**src/rtl/valid_masked_moving_average_core_defines.svh**
```systemverilog
// ----------------------------------------------------------------------------
// valid_masked_moving_average_core_defines.svh
// Assertion macros for the moving average core.
// ----------------------------------------------------------------------------
`ifndef VALID_MASKED_MOVING_AVERAGE_CORE_DEFINES_SVH
`define VALID_MASKED_MOVING_AVERAGE_CORE_DEFINES_SVH

`ifndef NO_ASSERTIONS

`define VMA_ASSERT_ALWAYS(label, clk, rst, expr) \
  label: assert property (@(posedge clk) disable iff (rst) (expr)) \
    else $error("invariant violated");

`define VMA_ASSERT_IMPLY(label, clk, rst, ante, cons) \
  label: assert property (@(posedge clk) disable iff (rst) (ante) |-> (cons)) \
    else $error("implication violated");

`define VMA_ASSERT_NEXT(label, clk, rst, ante, cons) \
  label: assert property (@(posedge clk) disable iff (rst) (ante) |=> (cons)) \
    else $error("sequence violated");

`else

`define VMA_ASSERT_ALWAYS(label, clk, rst, expr)
`define VMA_ASSERT_IMPLY(label, clk, rst, ante, cons)
`define VMA_ASSERT_NEXT(label, clk, rst, ante, cons)

`endif

`endif

```
**src/rtl/vma_pkg.sv**
```systemverilog
// ----------------------------------------------------------------------------
// vma_pkg
// Shared constants and types of the valid-masked moving average core.
// ----------------------------------------------------------------------------
`default_nettype none

package vma_pkg;

  localparam int DEFAULT_WINDOW_DEPTH = 16;
  localparam int SAMPLE_W             = 16;
  localparam int COUNT_OUT_W          = 5;

  typedef enum logic [1:0] {
    ST_IDLE,
    ST_UPDATE,
    ST_DIVIDE,
    ST_DONE
  } vma_state_t;

endpackage

`default_nettype wire

```
**src/rtl/vma_ram.sv**
```systemverilog
// ----------------------------------------------------------------------------
// vma_ram
// Generic single-write, single-read RAM with registered read data.
// ----------------------------------------------------------------------------
`default_nettype none

module vma_ram #(
  parameter int WIDTH = 16,
  parameter int DEPTH = 16
) (
  input  wire logic                     clk,
  input  wire logic                     we,
  input  wire logic [$clog2(DEPTH)-1:0] waddr,
  input  wire logic [WIDTH-1:0]         wdata,
  input  wire logic [$clog2(DEPTH)-1:0] raddr,
  output logic      [WIDTH-1:0]         rdata
);

  logic [WIDTH-1:0] mem [DEPTH];

  always_ff @(posedge clk) begin
    if (we) begin
      mem[waddr] <= wdata;
    end
    rdata <= mem[raddr];
  end

endmodule

`default_nettype wire

```
**src/rtl/valid_masked_moving_average_core.sv**
```systemverilog
// ----------------------------------------------------------------------------
// valid_masked_moving_average_core
// Mean of the valid readings among the last WINDOW_DEPTH samples.
// ----------------------------------------------------------------------------
// Input beat: sample and sample_valid on in_valid/in_ready. Output beat:
// average and valid_count on out_valid/out_ready, one output beat per input.
// Each beat replaces the oldest slot of the window; the exact sum and the
// count of valid slots are updated, then the sum is divided by the count
// with a restoring divider that produces one quotient bit per cycle.
// SUM_W is 16 + log2 of the window depth, 20 at the default depth. With
// an empty window the divide is skipped.
// in_ready is high while no item is in progress. A finished result sits in
// the output register; the next input beat is taken while it waits. If the
// receiver stalls longer than one item, the core holds the next result
// and stays busy until the output register frees up.
// Reset clears the window flags, count, sum, write pointer and output
// valid; stored readings need no clearing, since an invalid slot's reading
// is never used.
// ----------------------------------------------------------------------------
`default_nettype none

`include "valid_masked_moving_average_core_defines.svh"

module valid_masked_moving_average_core
  import vma_pkg::*;
#(
  parameter int WINDOW_DEPTH = DEFAULT_WINDOW_DEPTH
) (
  input  wire logic                       clk,
  input  wire logic                       rst,
  input  wire logic                       in_valid,
  output logic                            in_ready,
  input  wire logic signed [SAMPLE_W-1:0] sample,
  input  wire logic                       sample_valid,
  output logic                            out_valid,
  input  wire logic                       out_ready,
  output logic signed [SAMPLE_W-1:0]      average,
  output logic [COUNT_OUT_W-1:0]          valid_count
);

  localparam int PTR_W  = $clog2(WINDOW_DEPTH);
  localparam int CNT_W  = $clog2(WINDOW_DEPTH + 1);
  localparam int SUM_W  = SAMPLE_W + PTR_W;
  localparam int STEP_W = $clog2(SUM_W);
  localparam logic [PTR_W-1:0] PTR_LAST = PTR_W'(WINDOW_DEPTH - 1);

  vma_state_t state, state_next;

  logic [PTR_W-1:0]         write_pointer;
  logic [WINDOW_DEPTH-1:0]  valid_flags;
  logic [CNT_W-1:0]         valid_total, total_next;
  logic [SUM_W-1:0]         running_sum, sum_next, sum_mag;
  logic [SAMPLE_W-1:0]      new_sample, old_sample;
  logic                     new_valid, old_valid;
  logic [SUM_W-1:0]         div_reg;
  logic [CNT_W-1:0]         remainder;
  logic [STEP_W-1:0]        step;
  logic                     negative;
  logic [CNT_W:0]           trial, trial_diff;
  logic                     take;
  logic [SAMPLE_W-1:0]      quotient, avg_value;
  logic [CNT_W+COUNT_OUT_W-1:0] count_wide;
  logic                     load_out;
  logic                     in_fire;

  vma_ram #(
    .WIDTH(SAMPLE_W),
    .DEPTH(WINDOW_DEPTH)
  ) u_store (
    .clk  (clk),
    .we   (state == ST_UPDATE),
    .waddr(write_pointer),
    .wdata(new_sample),
    .raddr(write_pointer),
    .rdata(old_sample)
  );

  assign in_fire   = in_valid && in_ready;
  assign old_valid = valid_flags[write_pointer];

  always_comb begin
    sum_next   = running_sum;
    total_next = valid_total;
    if (old_valid) begin
      sum_next   = sum_next - {{(SUM_W - SAMPLE_W){old_sample[SAMPLE_W-1]}}, old_sample};
      total_next = total_next - CNT_W'(1);
    end
    if (new_valid) begin
      sum_next   = sum_next + {{(SUM_W - SAMPLE_W){new_sample[SAMPLE_W-1]}}, new_sample};
      total_next = total_next + CNT_W'(1);
    end
    sum_mag = sum_next[SUM_W-1] ? (~sum_next + SUM_W'(1)) : sum_next;
  end

  assign trial      = {remainder, div_reg[SUM_W-1]};
  assign trial_diff = trial - {1'b0, valid_total};
  assign take       = (trial >= {1'b0, valid_total});

  assign quotient   = div_reg[SAMPLE_W-1:0];
  assign avg_value  = negative ? (~quotient + SAMPLE_W'(1)) : quotient;
  assign count_wide = {{COUNT_OUT_W{1'b0}}, valid_total};

  always_ff @(posedge clk) begin
    if (rst) begin
      state <= ST_IDLE;
    end else begin
      state <= state_next;
    end
  end

  always_comb begin
    state_next = state;
    in_ready   = 1'b0;
    load_out   = 1'b0;
    case (state)
      ST_IDLE: begin
        in_ready = 1'b1;
        if (in_valid) begin
          state_next = ST_UPDATE;
        end
      end
      ST_UPDATE: begin
        state_next = (total_next == '0) ? ST_DONE : ST_DIVIDE;
      end
      ST_DIVIDE: begin
        if (step == '0) begin
          state_next = ST_DONE;
        end
      end
      ST_DONE: begin
        if (!out_valid || out_ready) begin
          load_out   = 1'b1;
          state_next = ST_IDLE;
        end
      end
      default: begin
        state_next = ST_IDLE;
      end
    endcase
  end

  always_ff @(posedge clk) begin
    if (rst) begin
      write_pointer <= '0;
      valid_flags   <= '0;
      valid_total   <= '0;
      running_sum   <= '0;
      out_valid     <= 1'b0;
    end else begin
      if (in_fire) begin
        new_sample <= sample;
        new_valid  <= sample_valid;
      end

      if (state == ST_UPDATE) begin
        running_sum                <= sum_next;
        valid_total                <= total_next;
        valid_flags[write_pointer] <= new_valid;
        write_pointer <= (write_pointer == PTR_LAST) ? '0 : write_pointer + PTR_W'(1);
        div_reg   <= (total_next == '0) ? '0 : sum_mag;
        negative  <= (total_next != '0) && sum_next[SUM_W-1];
        remainder <= '0;
        step      <= STEP_W'(SUM_W - 1);
      end

      if (state == ST_DIVIDE) begin
        div_reg   <= {div_reg[SUM_W-2:0], take};
        remainder <= take ? trial_diff[CNT_W-1:0] : trial[CNT_W-1:0];
        step      <= step - STEP_W'(1);
      end

      if (load_out) begin
        out_valid   <= 1'b1;
        average     <= avg_value;
        valid_count <= count_wide[COUNT_OUT_W-1:0];
      end else if (out_ready) begin
        out_valid <= 1'b0;
      end
    end
  end

  `VMA_ASSERT_ALWAYS(a_count_matches_flags, clk, rst, $countones(valid_flags) == valid_total)
  `VMA_ASSERT_IMPLY(a_rem_below_divisor, clk, rst, state == ST_DIVIDE, remainder < valid_total)
  `VMA_ASSERT_NEXT(a_divide_ends, clk, rst, state == ST_DIVIDE && step == '0, state == ST_DONE)
  `VMA_ASSERT_NEXT(a_result_loaded, clk, rst, load_out, out_valid && state == ST_IDLE)

endmodule

`default_nettype wire
```
**config.mk**
```make
export PLATFORM = sky130hd
export DESIGN_NAME = valid_masked_moving_average_core
export DESIGN_NICKNAME = d
export VERILOG_FILES = /design/src/rtl/vma_pkg.sv /design/src/rtl/vma_ram.sv /design/src/rtl/valid_masked_moving_average_core.sv
export VERILOG_INCLUDE_DIRS = /design/src /design/src/rtl
export SDC_FILE = /design/constraint.sdc
export NUM_CORES = 1
export LEC_CHECK = 0
export BUFFER_PORTS_ARGS = -buffer_cell sky130_fd_sc_hd__clkbuf_2
export CORE_MARGIN = 2
export CORE_UTILIZATION = 60
export DETAILED_ROUTE_END_ITERATION = 12
export PLACE_DENSITY = 0.82
export SLEW_MARGIN = 30
export SYNTH_ARGS = -nofsm -noshare
export SYNTH_HDL_FRONTEND = slang
export SYNTH_SLANG_ARGS = --single-unit
```
**constraint.sdc**
```tcl
create_clock -name clk -period 7.4 [get_ports clk]
set_clock_uncertainty 0.15 [all_clocks]
set_input_delay 1.48 -clock clk [delete_from_list [all_inputs] [get_ports clk]]
set_output_delay 1.48 -clock clk [all_outputs]
set_load 0.01 [all_outputs]
```
Word level (Yosys, flattened, before mapping)

Memories as Yosys holds them, arrays and structs flattened. A register that Yosys moved wholly into a read port is not among the register bits.
Index checks and enable logic that the tools add are counted.

Register bits: 117
Bits in writable memories: 256
Input port bits: 21
Output and inout bits: 23
Logic and storage cells: 85
Memories kept: 1

Add/sub/neg operators: 9
Magnitude comparators: 3
Equal/unequal tests: 7
Muxes and demuxes: 32
Bitwise operators: 3
Reductions and logical operators: 16

Memories:

| memory      | words | bits a word | rd ports | clocked after Yosys merged registers in | wr ports | RTL line      | text |
|---|---|---|---|---|---|---|---|
| u_store.mem | 16    | 16          | 1        | 1                                       | 1        | vma_ram.sv:19 | `logic [WIDTH-1:0] mem [DEPTH];` |

Operator list:

| operator                                            | number |
|---|---|
| two-way mux 20 bit                                  | 6 |
| two-way mux 5 bit                                   | 7 |
| adder 20 x 1 -> 20 bit (second input constant)      | 1 |
| adder 20 bit                                        | 1 |
| NOT 20 bit                                          | 1 |
| subtractor 20 bit                                   | 1 |
| adder 16 x 1 -> 16 bit (second input constant)      | 1 |
| bitwise mux 16 bit                                  | 1 |
| two-way mux 16 bit                                  | 1 |
| NOT 16 bit                                          | 1 |
| logical NOT 5 bit                                   | 2 |
| two-way mux 1 bit                                   | 10 |
| subtractor 5 x 1 -> 5 bit (second input constant)   | 2 |
| one-hot mux 2 bit (4 select lines)                  | 1 |
| AND reduction 2 bit                                 | 4 |
| greater-or-equal comparator 6 x 5 -> 1 bit          | 1 |
| two-way mux 2 bit                                   | 3 |
| != test 2 bit (second input constant)               | 3 |
| adder 5 x 1 -> 5 bit (second input constant)        | 1 |
| < comparator 4 x 5 -> 1 bit (second input constant) | 1 |
| nonzero test 5 bit                                  | 1 |
| subtractor 5 bit                                    | 1 |
| adder 4 x 1 -> 4 bit (second input constant)        | 1 |
| binary-select mux 1 bit (select 4 bit)              | 1 |
| other kinds (13)                                    | 17 |

Longest topological paths before layout

Word-level depth: 11
Mapped depth: 24

By module

Synthesis repeated with hierarchy kept, for this count alone.

Cell total of the unflattened synthesis: 1,407
Area, all modules: 18,667.9 um2

Modules (own cells, without submodules):

| module                           | instances | cells each | area an instance (um2) | sequential area each (um2) |
|---|---|---|---|---|
| vma_ram                          | 1         | 432        | 10,043.4               | 8,007.7 |
| valid_masked_moving_average_core | 1         | 975        | 8,624.5                | 3,032.9 |

Least setup slack after synthesis

Ideal clock, no wire load.

Path kind: register to register
From: reg running_sum[6]
To: reg div_reg[17] (data pin)
Data arrival time: 4.989 ns
Data required time: 6.993 ns
Setup slack: 2.004 ns
Cell stages (with the launch flop): 19
Path buffers: 1
Cells stage by stage: dfxtp_1 ha_1 a21o_1 a32o_1 or2_2 o311ai_0 nand2_1 ha_1 and2_4 a221o_1 and2_4 a211oi_2 nor3_1 or4_4 a311oi_4 nor2_2 buf_6 or3_1 a32o_1

Word-level cells in the longest chain between the ends: 10

Ends and longest elaborated chain:

| item                   | RTL line                                | text |
|---|---|---|
| from (decl)            | valid_masked_moving_average_core.sv:52  | `logic [SUM_W-1:0] running_sum, sum_next, sum_mag;` |
| from (signal assigned) | valid_masked_moving_average_core.sv:156 | `running_sum <= sum_next;` |
| subtractor 20 bit      | valid_masked_moving_average_core.sv:85  | `sum_next = sum_next - {{(SUM_W - SAMPLE_W){old_sample[SAMPLE_W-1]}}, old_sample};` |
| two-way mux 20 bit (*) | valid_masked_moving_average_core.sv:84  | `if (old_valid) begin` |
| adder 20 bit           | valid_masked_moving_average_core.sv:89  | `sum_next = sum_next + {{(SUM_W - SAMPLE_W){new_sample[SAMPLE_W-1]}}, new_sample};` |
| two-way mux 20 bit (*) | valid_masked_moving_average_core.sv:88  | `if (new_valid) begin` |
| NOT 20 bit             | valid_masked_moving_average_core.sv:92  | `sum_mag = sum_next[SUM_W-1] ? (~sum_next + SUM_W'(1)) : sum_next;` |
| adder 20 x 1 -> 20 bit | valid_masked_moving_average_core.sv:92  |  |
| two-way mux 20 bit (*) | valid_masked_moving_average_core.sv:92  |  |
| two-way mux 20 bit (*) | valid_masked_moving_average_core.sv:160 | `div_reg <= (total_next == '0) ? '0 : sum_mag;` |
| two-way mux 20 bit (*) | valid_masked_moving_average_core.sv:155 | `if (state == ST_UPDATE) begin` |
| two-way mux 20 bit (*) | valid_masked_moving_average_core.sv:166 | `if (state == ST_DIVIDE) begin` |
| to (signal assigned)   | valid_masked_moving_average_core.sv:160 |  |
| to (signal assigned)   | valid_masked_moving_average_core.sv:167 | `div_reg <= {div_reg[SUM_W-2:0], take};` |
| to (decl)              | valid_masked_moving_average_core.sv:55  | `logic [SUM_W-1:0] div_reg;` |

Every way passes the cells marked *; elsewhere a longest branch is shown, timed or not. The select of a mux whose other input is x is not followed.
A chain may end at the register's enable or synchronous reset.

Final worst setup path

From: reg write_pointer[2]
To: reg div_reg[15] (data pin)

Word-level cells in the longest chain between the ends: 11
Elaborated cells on any way between the ends: 15
Classes of those cells: add/sub: 3; mux: 10; bitwise: 1; reduce/logical: 1

Ends and longest elaborated chain:

| item                                        | RTL line                                | text |
|---|---|---|
| from (decl)                                 | valid_masked_moving_average_core.sv:49  | `logic [PTR_W-1:0] write_pointer;` |
| from (signal assigned)                      | valid_masked_moving_average_core.sv:159 | `write_pointer <= (write_pointer == PTR_LAST) ? '0 : write_pointer + PTR_W'(1);` |
| binary-select mux 1 bit (select 4 bit) (*)  | valid_masked_moving_average_core.sv:79  | `assign old_valid = valid_flags[write_pointer];` |
| two-way mux 1 bit (not written as such) (*) | valid_masked_moving_average_core.sv:79  |  |
| two-way mux 20 bit                          | valid_masked_moving_average_core.sv:84  |  |
| adder 20 bit                                | valid_masked_moving_average_core.sv:89  |  |
| two-way mux 20 bit                          | valid_masked_moving_average_core.sv:88  |  |
| NOT 20 bit                                  | valid_masked_moving_average_core.sv:92  |  |
| adder 20 x 1 -> 20 bit                      | valid_masked_moving_average_core.sv:92  |  |
| two-way mux 20 bit                          | valid_masked_moving_average_core.sv:92  |  |
| two-way mux 20 bit (*)                      | valid_masked_moving_average_core.sv:160 |  |
| two-way mux 20 bit (*)                      | valid_masked_moving_average_core.sv:155 |  |
| two-way mux 20 bit (*)                      | valid_masked_moving_average_core.sv:166 |  |

Marked as above.

==> key figures <==
Clocking
  – Setup Buffers After CTS: 0
  – H-tree Lvls: 2
  – Clock Latency Late Sink: approximately 0.54 ns
  – Clock-pin slew on the worst setup and hold paths: about 0.06 ns
  – Hold Buf Count CTS: 0
  – Clock sinks: 389
  – Post_cts resized: 0
  – CTS root buffer: clkbuf_16
  – Clk buf depth: 3
  – CTS buffer count: 39
  – CTS tree: yes

Worst setup path
  – Critical path class: register to register
  – Worst-path maximum fanout: 24
  – CP startpoint kind: register
  – Setup crit end kind: register
  – Crit path DAT: roughly 6.6 ns
  – Critical Path RT: 7.52 ns

Detailed routing
  – DR WL/cell: 23.4 microns
  – Total Wirelength: about 43 mm
  – First-pass DRT Iterations: 5
  – DRC: 0
  – Initial drt markers: roughly 1300
  – Routed Antenna Nets: 0
  – Vias per inst: 6.51
  – Detailed-route via count: around 12000

Global route
  – Antenna violations before repair: 0
  – Total grt overflow: 0
  – Largest net degree at the start of global routing: 70
  – First-pass GRT wire length: 66.8 mm
  – Total GRT Usage: 26.5%
  – Vias in the first global route: 11802

Synthesis
  – Post-synth EDFFs: between 300 and 400
  – Netlist cell types: 83
  – Yosys top cell by area: edfxtp_1
  – Dominant synthesized flop cell: edfxtp_1
  – Mapped Cells: 1345
  – Post-synthesis instance area: 0.0185 sq mm
  – Top-count cell post-synth: edfxtp_1
  – Syn_nets: between 1000 and 1500
  – Share of the synthesized area in the top cell type: between 50 and 60%
  – Yosys reg bits: roughly 390
  – Async SR Flop Fraction: 0%
  – Top area cells in the synthesized netlist: edfxtp_1 53%, mux4_2 9.7%, dfxtp_1 6.9%
  – Most common library cells after synthesis: 325 x edfxtp_1, 93 x nor2_1, 86 x nand2_1
  – Sequential cell area fraction in the yosys report: between 50% and 60%
  – Synthesis Warnings: 0
  – Post-Syn Area per Cell: approximately 14 sq um

Floorplanning
  – Io pins: 44
  – FP Rows: 64
  – Die area: approximately 0.032 sq mm
  – Die Wd: between 150 and 200 microns
  – Die Y: roughly 180 microns
  – Initial Util: around three fifths
  – Core area: slightly above 0.03 sq mm

STA
  – Fmax: ~150 MHz
  – WHS: about 0.33 ns
  – Hold Violations, Final: 0
  – Final-report setup violation count: 0
  – Count of pins over their slew limit: 0
  – Tmin final: ~6.5 ns
  – Final worst setup slack: roughly 0.95 ns
  – RSZ-0062 raised after global routing: false
  – Period Utilization, post-route: ~87%
  – Slew headroom: roughly 40%
  – Worst Tran Pin Value: roughly 0.90 ns
  – TNS Setup: 0 ns

Final layout
  – Fin util: between 60% and 70%
  – Share of cells above drive strength 1: about 18%
  – Layout area overhead: 10.8%
  – Largest register FFs: around 260
  – Final non-filler cell total: 1829
  – # diodes: 0
  – Final nets: roughly 1500

Job
  – Max Cap Violations: 0

Place
  – Dpl cells: 1757
  – Pre-CTS setup slack: 1.10 ns
  – HPWL after DPL: about 26 mm
  – GP Congestion: 0.907
  – Count of input and output buffers: 43

Power and ir drop
  – Int Power: between 5000 and 6000 uW
  – PwrDens: ~480 mW/mm^2
  – Sequential Power Share: a little under a third
  – Leak: roughly 0.0071 uW
  – Comb pwr share: 49.3%
  – Clock network power share: 19.2%
  – Switching Fraction: 39.5%
  – Sw power: ~3900 uW
  – Peak VDD IR: 0.277 mV

Min path
  – Hold Crit Class: register to register

Outcome
  – Status: finished clean
==> placed cells by master (no fill, tap or decap), types with 43 or more instances in the layout <==
| cell | n |
|---|---|
| nand2_1 | 86 |
| mux4_2 | 80 |
| clkbuf_2 | 43 |
| a21oi_1 | 54 |
| edfxtp_1 | 325 |
| dfxtp_1 | 61 |
| ha_1 | 57 |
| o21ai_0 | 57 |
| inv_1 | 46 |
| nor2_1 | 81 |
==> stage by stage <==
step	total power, uW	cell area, sq um
4_1_cts	9780	20500
3_5_place_dp	7840	19300
5_1_grt	10400	20600
2_1_floorplan	6730	18500
3_3_place_gp	7690	19300
6_report	9810	20600
==> power by group through the flow <==
stage | registers, uW | logic [uW] | clock network, uW
6_report | 3100 | 4840 | 1880
3_5_place_dp | 3130 | 4710 | 0
3_3_place_gp | 3110 | 4580 | 0
4_1_cts | 3090 | 4770 | 1910
2_1_floorplan | 3020 | 3720 | 0
5_1_grt | 3140 | 5300 | 1990
==> logic make-up (layout without fill, tap and decap cells) <==
kind of cell,after synthesis,count (layout),synth area share [%]
AO/OA/AOI/OAI,280,280,10.7
XOR/XNOR,49,49,2.31
adder cells (fa/ha/maj),60,60,4.17
buffers and inverters,108,196,2.37
flip-flops,389,389,59.5
multiplexers,113,113,11.5
AND/OR/NAND/NOR,346,346,9.41
==> worst paths after layout <==
check	startpoint	end	slack, ns	cells after the start
worst min-delay path	valid_flags[9]$_SDFFE_PP0P_	valid_flags[9]$_SDFFE_PP0P_	0.33	2
worst min register to register	valid_flags[9]$_SDFFE_PP0P_	valid_flags[9]$_SDFFE_PP0P_	0.33	2
worst max-delay path	write_pointer[2]$_SDFFE_PP0P_	div_reg[15]$_DFFE_PP_	0.95	18
worst max register to register	write_pointer[2]$_SDFFE_PP0P_	div_reg[15]$_DFFE_PP_	0.95	18
==> worst max-delay path, cell delays in order, from the launching register on <==
cell	delay [ns]
dfxtp_1	0.52
buf_4	0.47
mux2i_1	0.14
a22oi_1	0.31
nand3b_1	0.11
buf_4	0.20
nand2_1	0.44
mux2_2	0.43
ha_1	0.38
a21o_1	0.21
nor3_1	0.23
a211oi_2	0.16
a211oi_2	0.35
nor3_1	0.12
or4_4	0.52
a311oi_4	0.49
nor2_2	0.27
or3_1	0.42
a32o_1	0.25
==> per-layer routing <==
| layer | share of wire, % | wire, microns | vias to the layer above | track usage (%) |
|---|---|---|---|---|
| met3 | 7.7 | 3300 | 89 | 4.58 |
| met1 | 41 | 17400 | 5872 | 35.9 |
| li1 | - | - | 5408 | - |
| met2 | 48 | 20700 | 535 | 43.5 |
| met5 | 0 | 0 | - | 0 |
| met4 | 3.2 | 1390 | 0 | 9.43 |
==> cell type report <==
class,instances,area (sq um)
Timing Repair Buffer,76,479
Sequential cell,389,11000
Clock buffer,50,1040
Multi-Input combinational cell,848,7150
Clock inverter,21,166
Tap cell,396,495
Inverter,49,184
Fill cell,2051,9950
(Power assumes the default switching activity.)
